$ cat src/design/mmq_pkg.sv
// Shared constants, types and codes for the two-stack min/max queue.
package mmq_pkg;

   localparam int DEPTH      = 64;
   localparam int DATA_WIDTH = 32;
   localparam int PORT_W     = 32;
   localparam int AW         = $clog2(DEPTH);
   localparam int CW         = $clog2(DEPTH + 1);
   localparam int COUNT_W    = 7;

   typedef logic signed [DATA_WIDTH-1:0] data_type;
   typedef logic [AW-1:0]                addr_type;
   typedef logic [CW-1:0]                depth_type;

   typedef struct packed {
      data_type value;
      data_type rmax;
      data_type rmin;
   } entry_type;

   typedef enum logic [1:0] {
      ST_OK        = 2'd0,
      ST_UNDERFLOW = 2'd1,
      ST_OVERFLOW  = 2'd2
   } status_type;

   typedef enum logic {
      FN_PUSH = 1'b0,
      FN_POP  = 1'b1
   } func_type;

   typedef enum logic [2:0] {
      S_IDLE,
      S_PUSH,
      S_XFER_RD,
      S_XFER_WR,
      S_POP_RD,
      S_POP_VAL,
      S_POP_TOP,
      S_REPORT
   } state_type;

   typedef struct packed {
      logic       start;
      logic       push;
      logic       xfer_rd;
      logic       xfer_wr;
      logic       pop_rd;
      logic       pop_val;
      logic       pop_top;
      logic       report;
      status_type status;
   } ctl_type;

endpackage

$ cat src/design/mmq_minmax.sv
// Shared min/max unit: merges two (min, max) pairs.
module mmq_minmax (
   input  mmq_pkg::data_type a_min,
   input  mmq_pkg::data_type a_max,
   input  mmq_pkg::data_type b_min,
   input  mmq_pkg::data_type b_max,
   output mmq_pkg::data_type y_min,
   output mmq_pkg::data_type y_max
);
   import mmq_pkg::*;

   assign y_min = (a_min < b_min) ? a_min : b_min;
   assign y_max = (a_max > b_max) ? a_max : b_max;

endmodule

$ cat config.mk
export PLATFORM = sky130hd
export DESIGN_NAME = mmq_minmax
export DESIGN_NICKNAME = d
export VERILOG_FILES = /design/src/design/mmq_pkg.sv /design/src/design/mmq_minmax.sv
export SDC_FILE = /design/constraint.sdc
export NUM_CORES = 1
export LEC_CHECK = 0
export ABC_AREA = 1
export BUFFER_PORTS_ARGS = -buffer_cell sky130_fd_sc_hd__buf_2
export CORE_MARGIN = 2
export CORE_UTILIZATION = 30
export DETAILED_ROUTE_END_ITERATION = 6
export SYNTH_ARGS = -nofsm -noshare
export SYNTH_HDL_FRONTEND = slang
export SYNTH_SLANG_ARGS = --single-unit
$ cat constraint.sdc
create_clock -name vclk -period 3.2
set_clock_uncertainty 0.1 [all_clocks]
set_input_delay 0.64 -clock vclk [all_inputs]
set_output_delay 0.64 -clock vclk [all_outputs]
set_load 0.01 [all_outputs]
==> impl_metrics.tcl <==
set metrics [dict create \
    run_status "finished clean" \
    synth_seq_area_share 0 \
    worst_path_arrival_ns 2.39 \
    setup_repair_after_global_routing_missed_its_margin "yes" \
    worstMarginPinSlew_ns 0.342 \
    chipHeight_um 99.2 \
    die_area_um2 9850 \
    criticalPathCategory "in2out" \
    grt_first_pass_wirelength_um 14500 \
    final_cycle_share 0.977 \
    detailed_place_hpwl_um 7550 \
    combinationalPowerShare 1.000 \
    fin_util 0.530 \
    timing.critical_path.to_type "primary output" \
    core_area_um2 8760 \
    drt-initial-drc-count 119 \
    dr_total_vias 3992 \
    largest_area_contributor_in_the_netlist "ha_1" \
    register_share_of_total_power 0 \
    antenna_violating_nets_post_route 0 \
    power_per_cell_area_nw_per_um2 218 \
    clock.fmax_ghz 0.320 \
    via_per_inst 5.02 \
    min-delay-path-class "in2out" \
    place.port_buffers 192 \
    post-synth-top-area-fraction 0.290 \
    hold_path_startpoint "b_max[6]" \
    max_cap_violations 0 \
    critical_path.startpoint_type "input pin" \
    power.leakage_nw 2.79 \
    regArea_um2 0 \
    finalSetupTns_ns 0 \
    syn2layout_area_growth_pct 70.6 \
    holdPathEnd "y_max[6]" \
    grt_pass1_vias 3412 \
    place.gp.congestion 0.880 \
    routedWlPerCell_um 13.2 \
    relSlewSlack 0.772 \
    setup_viol_count_final 0 \
    final_max_slew_viol_count 0 \
    share_clk_of_total_power 0 \
    ys.warnings.count 0 \
    fillerInstances 869 \
    netlist_area_um2 2720 \
    boundaryPins 192 \
    synthesis.instances 494 \
    yosys-top-cells-area "ha_1, nand2_1, nand3_1" \
    final.clkbuf_count 0 \
    netlist-cell-type-count 19 \
    timing.final.crit_period_ns 3.13 \
    final_nets 880 \
    drc_errors 0 \
    antenna_found_initial 0 \
    antenna-diode-count 0 \
    core.rowCount 34 \
    p_sw_frac 0.537 \
    cp_data_required_time_ns 2.46 \
    grt_remaining_overflow 0 \
    cp.depth 13 \
    p_int_uw 470 \
    synth_area_per_cell_um2 5.51 \
    firstDrtPassIters 6 \
    ir_worst_vdd_mv 0.0945 \
    path_delay_family "simple AND/OR/NAND/NOR gates" \
    hold_depth 4 \
    cpPeakStageDelay_ns 0.31 \
    die_width_um 99.2 \
    crit_path_max_fanout 8 \
    global_route_usage_over_all_layers 0.165 \
    cell_chain_critical_path "buf_2 -> ha_1 -> a21oi_1 -> o21ai_1 -> nand2_1 -> nand3_2 -> a21oi_4 -> nand2_4 -> nand2_8 -> clkbuf_16 -> nand3_2 -> nand2_1 -> buf_2" \
    initial_core_util 0.311 \
    flip_flop_and_latch_count 0 \
    synth_nets 685 \
    routed_wl_um 10500 \
    design_power_total_mw 1.01 \
    grt_max_degree 33 \
    critical_path_slowest_stage_cell "ha_1" \
    worstPathBufferInverterCount 3 \
    drive_above_1_share 0.434 \
    p_switching_uw 544 \
    timing_hold_violations_final 0 \
]
cell families (layout without fill, tap and decap cells):
group                      after synthesis  in the layout  synth area share
adders and majority gates               63             63             0.290
AOI/OAI and AO/OA                       40             40            0.0772
buffers and inverters                  103            296             0.159
and+or+nand+nor                        288            288             0.474
tightest hold or removal path, cell delays in order:
cell     delay (ns)
buf_2          0.09
nand2_1        0.05
nand2_1        0.04
buf_2          0.12
what timing repair did:
item                       in CTS  in global routing
setup endpoints to repair       0                 63
hold buffers                    0                  0
gates resized for setup         0                 97
buffers inserted                0                  4
per-layer routing:
metal	vias up	global-route usage	routed length, um
met4	0	0.0126	148
li1	2026	-	-
met5	-	0	0
met3	14	0.00281	722
met2	155	0.322	5570
met1	1797	0.210	4050
cells in the mapped netlist:
master,count
nand2_1,160
inv_1,79
nand3_1,67
ha_1,63
nand4_1,36
a21oi_1,29
buf_2,18
nor2_1,18
o21ai_0,7
buf_6,3
clkbuf_1,3
o21a_1,3
nor3_1,2
a21o_1,1
nand2_2,1
nand3_2,1
nand3_4,1
nand4_2,1
nor2_2,1
cell usage in the layout (no fill, tap or decap), types with 3 or more instances in the layout:
master / Yosys / final
nor2_1: 18 / 14
a21oi_1: 29 / 14
buf_4: 0 / 6
inv_2: 0 / 4
nand2_2: 1 / 9
ha_1: 63 / 43
nor2_4: 0 / 3
ha_4: 0 / 20
clkbuf_16: 0 / 7
nand3_2: 1 / 19
nand4_1: 36 / 36
o21ai_1: 0 / 3
a21oi_2: 0 / 13
inv_1: 79 / 74
buf_12: 0 / 8
buf_6: 3 / 4
o21ai_0: 7 / 4
nand2_1: 160 / 148
buf_2: 18 / 191
o21a_1: 3 / 3
nand3_1: 67 / 48
how the worst max path moves through the flow:
stage	startpoint	endpoint	slack, ns
global placement	b_max[31]	y_max[0]	0.04
detailed placement	b_max[31]	y_max[0]	0.03
global route	b_min[5]	y_min[12]	-0.07
CTS	b_max[31]	y_max[0]	0.03
finish	a_min[19]	y_min[19]	0.07
floorplan	b_min[31]	y_min[10]	0.43
stage by stage:
step / instances / instance area, um^2 / setup slack [ns] / hold WS [ns]
floorplan: 494 / 2720 / 0.434 / 1.30
global placement: 782 / 3860 / 0.0391 / 1.47
detailed placement: 782 / 3860 / 0.0318 / 1.47
CTS: 782 / 3860 / 0.0258 / 1.47
global route: 795 / 4640 / -0.0696 / 1.49
finish: 795 / 4640 / 0.0738 / 1.47
layout make-up:
cell class,count,area (um^2),share of cell area
inverter,79,299,0.0644
tap,108,135,0.0291
timing repair buffer,217,1400,0.301
multi-input combinational,391,2810,0.606
power groups by stage:
stage	registers, mW	logic, mW	clock network (mW)
2_1_floorplan	0	0.476	0
4_1_cts	0	0.816	0
3_5_place_dp	0	0.812	0
6_report	0	1.01	0
3_3_place_gp	0	0.806	0
5_1_grt	0	1.12	0
No activity file was read; power rests on OpenSTA's default activity.
