[config.mk]
export PLATFORM = sky130hd
export DESIGN_NAME = mmq_seq
export DESIGN_NICKNAME = d
export VERILOG_FILES = /design/src/design/mmq_pkg.sv /design/src/design/mmq_seq.sv
export SDC_FILE = /design/constraint.sdc
export NUM_CORES = 1
export LEC_CHECK = 0
export BUFFER_PORTS_ARGS = -buffer_cell sky130_fd_sc_hd__buf_2
export CORE_MARGIN = 2
export CORE_UTILIZATION = 25
export DETAILED_ROUTE_END_ITERATION = 6
export HOLD_SLACK_MARGIN = 0.08
export PLACE_DENSITY = 0.49
export SETUP_SLACK_MARGIN = 0.02
export SYNTH_ARGS = -nofsm -noshare
export SYNTH_HDL_FRONTEND = slang
export SYNTH_SLANG_ARGS = --single-unit
[constraint.sdc]
create_clock -name clock -period 2.9 [get_ports clock]
set_input_delay 0.435 -clock clock [delete_from_list [all_inputs] [get_ports clock]]
set_output_delay 0.435 -clock clock [all_outputs]
set_load 0.02 [all_outputs]
[src/design/mmq_pkg.sv]
// Shared constants, types and codes for the two-stack min/max queue.
package mmq_pkg;

   localparam int DEPTH      = 64;
   localparam int DATA_WIDTH = 32;
   localparam int PORT_W     = 32;
   localparam int AW         = $clog2(DEPTH);
   localparam int CW         = $clog2(DEPTH + 1);
   localparam int COUNT_W    = 7;

   typedef logic signed [DATA_WIDTH-1:0] data_type;
   typedef logic [AW-1:0]                addr_type;
   typedef logic [CW-1:0]                depth_type;

   typedef struct packed {
      data_type value;
      data_type rmax;
      data_type rmin;
   } entry_type;

   typedef enum logic [1:0] {
      ST_OK        = 2'd0,
      ST_UNDERFLOW = 2'd1,
      ST_OVERFLOW  = 2'd2
   } status_type;

   typedef enum logic {
      FN_PUSH = 1'b0,
      FN_POP  = 1'b1
   } func_type;

   typedef enum logic [2:0] {
      S_IDLE,
      S_PUSH,
      S_XFER_RD,
      S_XFER_WR,
      S_POP_RD,
      S_POP_VAL,
      S_POP_TOP,
      S_REPORT
   } state_type;

   typedef struct packed {
      logic       start;
      logic       push;
      logic       xfer_rd;
      logic       xfer_wr;
      logic       pop_rd;
      logic       pop_val;
      logic       pop_top;
      logic       report;
      status_type status;
   } ctl_type;

endpackage

[src/design/mmq_seq.sv]
// Sequencer: operation state machine and stack depth counters.
module mmq_seq (
   input  logic               clock,
   input  logic               reset,
   input  logic               req_valid,
   input  logic               req_func,
   input  logic               rsp_free,
   output logic               req_stall,
   output mmq_pkg::ctl_type   ctl,
   output mmq_pkg::depth_type in_depth,
   output mmq_pkg::depth_type out_depth
);
   import mmq_pkg::*;

   state_type state_ff, state_in;
   depth_type in_depth_ff, in_depth_in;
   depth_type out_depth_ff, out_depth_in;
   logic [CW:0] total;
   logic        full;
   logic        empty;

   assign total = {1'b0, in_depth_ff} + {1'b0, out_depth_ff};
   assign full  = (total >= (CW+1)'(DEPTH));
   assign empty = (in_depth_ff == '0) && (out_depth_ff == '0);

   always_ff @(posedge clock) begin
      if (reset) begin
         state_ff     <= S_IDLE;
         in_depth_ff  <= '0;
         out_depth_ff <= '0;
      end else begin
         state_ff     <= state_in;
         in_depth_ff  <= in_depth_in;
         out_depth_ff <= out_depth_in;
      end
   end

   always_comb begin
      state_in     = state_ff;
      in_depth_in  = in_depth_ff;
      out_depth_in = out_depth_ff;
      ctl          = '0;
      ctl.status   = ST_OK;
      unique case (state_ff)
         S_IDLE: begin
            if (req_valid) begin
               ctl.start = 1'b1;
               if (func_type'(req_func) == FN_PUSH) begin
                  if (full) begin
                     ctl.status = ST_OVERFLOW;
                     state_in   = S_REPORT;
                  end else begin
                     state_in = S_PUSH;
                  end
               end else if (empty) begin
                  ctl.status = ST_UNDERFLOW;
                  state_in   = S_REPORT;
               end else if (out_depth_ff == '0) begin
                  state_in = S_XFER_RD;
               end else begin
                  state_in = S_POP_RD;
               end
            end
         end
         S_PUSH: begin
            ctl.push    = 1'b1;
            in_depth_in = in_depth_ff + CW'(1);
            state_in    = S_REPORT;
         end
         S_XFER_RD: begin
            ctl.xfer_rd = 1'b1;
            in_depth_in = in_depth_ff - CW'(1);
            state_in    = S_XFER_WR;
         end
         S_XFER_WR: begin
            ctl.xfer_wr  = 1'b1;
            out_depth_in = out_depth_ff + CW'(1);
            state_in     = (in_depth_ff == '0) ? S_POP_RD : S_XFER_RD;
         end
         S_POP_RD: begin
            ctl.pop_rd   = 1'b1;
            out_depth_in = out_depth_ff - CW'(1);
            state_in     = S_POP_VAL;
         end
         S_POP_VAL: begin
            ctl.pop_val = 1'b1;
            state_in    = (out_depth_ff == '0) ? S_REPORT : S_POP_TOP;
         end
         S_POP_TOP: begin
            ctl.pop_top = 1'b1;
            state_in    = S_REPORT;
         end
         S_REPORT: begin
            ctl.report = 1'b1;
            if (rsp_free) begin
               state_in = S_IDLE;
            end
         end
         default: begin
            state_in = S_IDLE;
         end
      endcase
   end

   assign req_stall = (state_ff != S_IDLE);
   assign in_depth  = in_depth_ff;
   assign out_depth = out_depth_ff;

endmodule

==> flow_summary.yaml, run 1 <==
global_routing:
  grt_first_pass_wirelength_um: 6541
  antenna_found_initial: 0
  grt_use_total: 0.1238
  overflow: 0
  grt_pass1_vias: 1310
  grt_max_degree: 20
floorplan:
  die_h_um: 82.30
  die-area_sq_mm: 0.006773
  num_io_pins: 30
  die_w_um: 82.30
  coreArea_sq_mm: 0.005921
  fp-row-count: 28
  initial_core_util: 0.2589
logic_synthesis:
  ys.flop_type: "dfxtp_1"
  syn_area_sq_mm: 0.001533
  ys_ff_latch: 17
  synth_top_area_share: 0.2220
  synth_seq_area_share: 0.2220
  synth_edf_count: 0
  ys_warn_count: 0
  synthCells: 188
  async_flop_share: 0
  ys_types: 48
  ys_top_cells_by_area: "dfxtp_1 (22%), ha_1 (14%), nor2_1 (4.4%), fa_1 (3.9%), nand2_1 (3.4%)"
  syn-mean-instance-area_sq_um: 8.153
  synth_nets: 213
  synth_top_area_cell: "dfxtp_1"
detailed_routing:
  ant_nets: 0
  wl_um: 3914
  first_iter_violations: 77
  viasPerCell: 4.918
  wl_per_cell_um: 13.45
  drc_errors: 0
  first_pass_iters: 4
  vias: 1431
clocking:
  cts.repair.resized: 0
  cts_max_level: 1
  cts_tree: "yes"
  root_buffer: "clkbuf_8"
  cts.sinks: 17
  cts_setup_buffers: 0
  cts.clk_slew.worst_paths_ns: 0.07
  clockBufferDepth: 2
  hold_buffers: 0
  cts_buffers: 3
  clk_latency_ns: 0.25
timing:
  tns_ns: 0
  finalSetupViolCount: 0
  slew_viol_final: 0
  relSlewSlack: 0.6369
  worst_slew_pin_slew_ns: 0.5396
  fmax_mhz: 382.2
  grt_setup_unrepaired: "false"
  skew_ns: 0.001327
  final.setup.worst_slack_ns: 0.2834
  fin_crit_ns: 2.617
  hold_viol_final: 0
  fin_crit_sh: 0.9023
placement:
  place_ws_ns: 0.3496
  dp.cells: 287
  port_buffers: 29
  place.gp.congestion: 0.7693
  hpwlAfterDp_um: 3077
layout:
  mostFrequentLayoutCells: "buf_2 (29), nor2_1 (18), ha_1 (17), dfxtp_1 (17), nand2_1 (14)"
  final_common_cell: "buf_2"
  diodes: 0
  area_delta_synth_final_pct: 16.41
  nets: 242
  drive_gt1_frac: 0.2083
  final_cells: 291
  n_fill_cell: 631
critical_path:
  critPathBufInv: 1
  worstSetupPathType: "flop to output port"
  cp-end-kind: "output port"
  cp.arrival_ns: 2.18
  crit_slowest_cell: "dfxtp_1"
  path_cells: "ha_1 > a211oi_1 > nand4b_1 > o31ai_1 > nor3_1 > buf_2"
  max_stage_delay_ns: 0.43
  critPathMaxFanout: 5
  crit_family: "compound AO/OA/AOI/OAI gates"
  crit_required_ns: 2.47
  startpoint_type: "flop"
power:
  switchingPower_uw: 938.4
  p_int_uw: 872.1
  p_leak_uw: 0.0008351
  peakVddDrop_v: 0.0003186
  pwr-share-comb: 0.662
  sw_frac_of_total: 0.5183
  p_seq_frac: 0.237
  power_frac_clock: 0.101
  p_per_area_mw_per_mm2: 1015
outcome:
  run_status: "finished, final reports clean"
min_path:
  hold_path.class: "primary input to flop"
run:
  cap_violations: 0
-- final timing paths --
path,start,to,slack (ns),cells past startpoint
worst max-delay path,out_depth[5],ctl[1],0.28,6
worst min register to register,in_depth[4],in_depth[4],0.56,2
worst min-delay path,req_func,state_ff[1],0.48,3
worst max register to register,state_ff[2],out_depth[5],0.33,8
-- stage by stage --
| step | cell area [sq um] | hold WS (ns) | power (uW) | util |
|---|---|---|---|---|
| after global routing | 1784 | 0.4969 | 2000 | 0.3014 |
| after floorplan | 1533 | 0.5788 | 1345 | - |
| after detailed placement | 1738 | 0.5413 | 1628 | 0.2935 |
| after global placement | 1738 | 0.5512 | 1650 | 0.2935 |
| after CTS | 1784 | 0.4790 | 1823 | 0.3014 |
| final | 1784 | 0.4842 | 1811 | 0.3014 |
-- cell families (layout without fill, tap and decap cells) --
logic type | count (synthesis) | count (layout) | synth area share
AO/OA/AOI/OAI | 47 | 47 | 0.2008
flip-flops | 17 | 17 | 0.2220
adder cells (fa/ha/maj) | 20 | 20 | 0.1780
XOR/XNOR | 4 | 4 | 0.02285
multiplexers | 4 | 4 | 0.02694
buffers and inverters | 20 | 48 | 0.06611
AND/OR/NAND/NOR | 76 | 76 | 0.2833
-- Yosys cell counts (4+ instances only) --
master and n:
a211oi_1 6, a21o_1 4, a21oi_1 9, a31oi_1 4, dfxtp_1 17, ha_1 17, inv_1 9, nand2_1 14
nand3_1 4, nor2_1 18, nor2b_1 4, nor3_1 10, nor4b_1 5, o21ai_0 10, xnor2_1 4
-- state kept, by name (all words and copies together) (netlist names) --
| signal | cells |
|---|---|
| state_ff | 3 |
| in_depth | 7 |
| out_depth | 7 |
-- layer usage --
metal	track usage	vias to the layer above	share of wire
met1	0.1855	661	0.52
met4	0.02333	0	0.0026
met2	0.1855	23	0.44
met5	0	-	0
met3	0.02065	2	0.038
li1	-	745	-
-- cell type report --
cell class	instances	area (sq um)	share of cell area
sequential	17	340.3	0.1907
clock buffer	3	41.29	0.02314
clock inverter	1	5.005	0.002805
timing repair buffer	32	167.7	0.09397
multi-input combinational	151	1091	0.6115
inverter	12	45.04	0.02525
tap	75	93.84	0.05259
-- worst register-to-register path, cell delays in order (launching register included) --
cell and delay, ns:
dfxtp_1 0.39, or3b_4 0.44, inv_2 0.18, ha_1 0.27, a211oi_1 0.23, nor2_1 0.09
o21ai_0 0.21, mux2_2 0.36, a311o_1 0.30
-- power by group through the flow --
stage               registers, uW  logic [uW]  clock network, uW
floorplan                     467         878                  0
global placement              439        1210                  0
detailed placement            436        1190                  0
CTS                           432        1200                190
global route                  451        1340                205
finish                        428        1200                184
No activity file was read; power rests on OpenSTA's default activity.
==> run 2, diff against run 1 <==
--- a/config.mk
+++ b/config.mk
@@ -10,7 +10,7 @@
 export CORE_UTILIZATION = 25
 export DETAILED_ROUTE_END_ITERATION = 6
 export HOLD_SLACK_MARGIN = 0.08
-export PLACE_DENSITY = 0.49
+export PLACE_DENSITY_LB_ADDON = 0.1
 export SETUP_SLACK_MARGIN = 0.02
 export SYNTH_ARGS = -nofsm -noshare
 export SYNTH_HDL_FRONTEND = slang
==> flow_summary.yaml, run 2 (synthesis results as in run 1) <==
outcome:
  run_status: "finished, final reports clean"
layout:
  final_cells: 290
  area_delta_synth_final_pct: 15.92
  nets: 241
  diodes: 0
  drive_gt1_frac: 0.2047
  n_fill_cell: 640
  final_common_cell: "buf_2"
  design_area_sq_mm: 0.001777
  mostFrequentLayoutCells: "buf_2 (29), nor2_1 (18), ha_1 (17)"
  seq_area_sq_um: 341.6
  multi_input_area_sq_mm: 0.001091
detailed_routing:
  wl_per_cell_um: 14.48
  wl_um: 4198
  first_iter_violations: 78
  ant_nets: 0
  drc_errors: 0
  viasPerCell: 4.924
  first_pass_iters: 5
  vias: 1428
critical_path:
  r2r_cells: 8
  startpoint_type: "flop"
  crit_required_ns: 2.47
  path_cells: "ha_1 > a211oi_1 > nand4b_1 > o31ai_1 > nor3_1 > buf_2"
  path_depth: 6
  worstSetupPathType: "flop to output port"
  cp.arrival_ns: 2.20
  critPathBufInv: 1
  cp-end-kind: "output port"
  crit_family: "compound AO/OA/AOI/OAI gates"
  critPathMaxFanout: 5
  max_stage_delay_ns: 0.43
  crit_slowest_cell: "dfxtp_1"
floorplan:
  die_h_um: 82.30
  initial_core_util: 0.2589
  die-area_sq_mm: 0.006773
  fp-row-count: 28
  die_w_um: 82.30
  num_io_pins: 30
  coreArea_sq_mm: 0.005921
global_routing:
  grt_pass1_vias: 1343
  grt_max_degree: 20
  grt_first_pass_wirelength_um: 6920
  overflow: 0
  grt_use_total: 0.1338
  antenna_found_initial: 0
timing:
  tns_ns: 0
  slew_viol_final: 0
  worst_slew_pin_slew_ns: 0.4809
  grt_setup_unrepaired: "false"
  fmax_mhz: 380.0
  hold_viol_final: 0
  relSlewSlack: 0.6765
  fin_crit_sh: 0.9075
  finalSetupViolCount: 0
  fin_crit_ns: 2.632
  skew_ns: 0.004339
  holdWs_ns: 0.4961
placement:
  postPlaceCellArea_sq_mm: 0.001730
  port_buffers: 29
  place.gp.congestion: 0.7412
  hpwlAfterDp_um: 3243
  dp.cells: 286
run:
  cap_violations: 0
min_path:
  min_path_cells: 3
  hold_path.class: "primary input to flop"
clocking:
  clk_latency_ns: 0.25
  cts_tree: "yes"
  cts.clk_slew.worst_paths_ns: 0.07
  cts_max_level: 1
  cts_setup_buffers: 0
  cts_buffers: 3
  cts.sinks: 17
  root_buffer: "clkbuf_8"
  hold_buffers: 0
  clockBufferDepth: 2
power:
  p_per_area_mw_per_mm2: 1022
  peakVddDrop_v: 0.0003139
  p_leak_uw: 0.0008276
  power_uw: 1816
run 2: cell count changes in the layout (fill, tap and decap cells not counted):
cell	delta
clkinv_2	-1
dfxtp_2	+1
clkbuf_1	+1
buf_4	-1
dfxtp_1	-1
run 2: path summary, 6_finish.rpt:
check	start	to	slack, ns
min	req_func	state_ff[1]	0.50
min reg2reg	in_depth[6]	in_depth[6]	0.56
max	in_depth[5]	ctl[1]	0.27
max reg2reg	state_ff[0]	out_depth[5]	0.33
run 2: stage by stage:
step / util / setup WS [ns]
2_1_floorplan: - / 0.4732
4_1_cts: 0.2999 / 0.2064
5_1_grt: 0.3001 / 0.09775
3_5_place_dp: 0.2923 / 0.2417
3_3_place_gp: 0.2923 / 0.2644
6_report: 0.3001 / 0.2683
run 2: area by class of cell:
| type | instances | area share |
|---|---|---|
| multi-input combinational | 151 | 0.6141 |
| sequential | 17 | 0.1923 |
| timing repair buffer | 31 | 0.09014 |
| tap | 75 | 0.05282 |
| clock buffer | 4 | 0.02535 |
| inverter | 12 | 0.02535 |
run 2: worst reg2reg max path, delay by kind of cell (launching register included):
family                   cells  cell delay, ns
AND/OR/NAND/NOR              2            0.54
buffers and inverters        1            0.18
multiplexers                 1            0.36
AO/OA/AOI/OAI                3            0.73
flip-flops                   1            0.39
adder cells (fa/ha/maj)      1            0.27
run 2: where the power goes:
| part | leakage (uW) | switching (uW) | total (uW) | internal, uW |
|---|---|---|---|---|
| clock network | 0.0000228 | 82.0 | 179 | 97.5 |
| registers | 0.000139 | 146 | 460 | 314 |
| logic | 0.000666 | 719 | 1180 | 458 |
| total | 0.000828 | 946 | 1820 | 870 |
run 2: timing repair:
action | 4_1_cts | 5_1_grt
endpoints found under the setup margin | 0 | 1
resized for setup | 0 | 1
endpoints found under the hold margin | 0 | 0
run 2: metal layers:
layer,part of all wire,wire (um),GRT usage,up-vias
met1,0.52,2185,0.2013,637
met3,0.053,221,0.02391,2
met5,0,0,0,-
li1,-,-,-,749
met2,0.42,1778,0.1984,40
met4,0.0029,12,0.02500,0
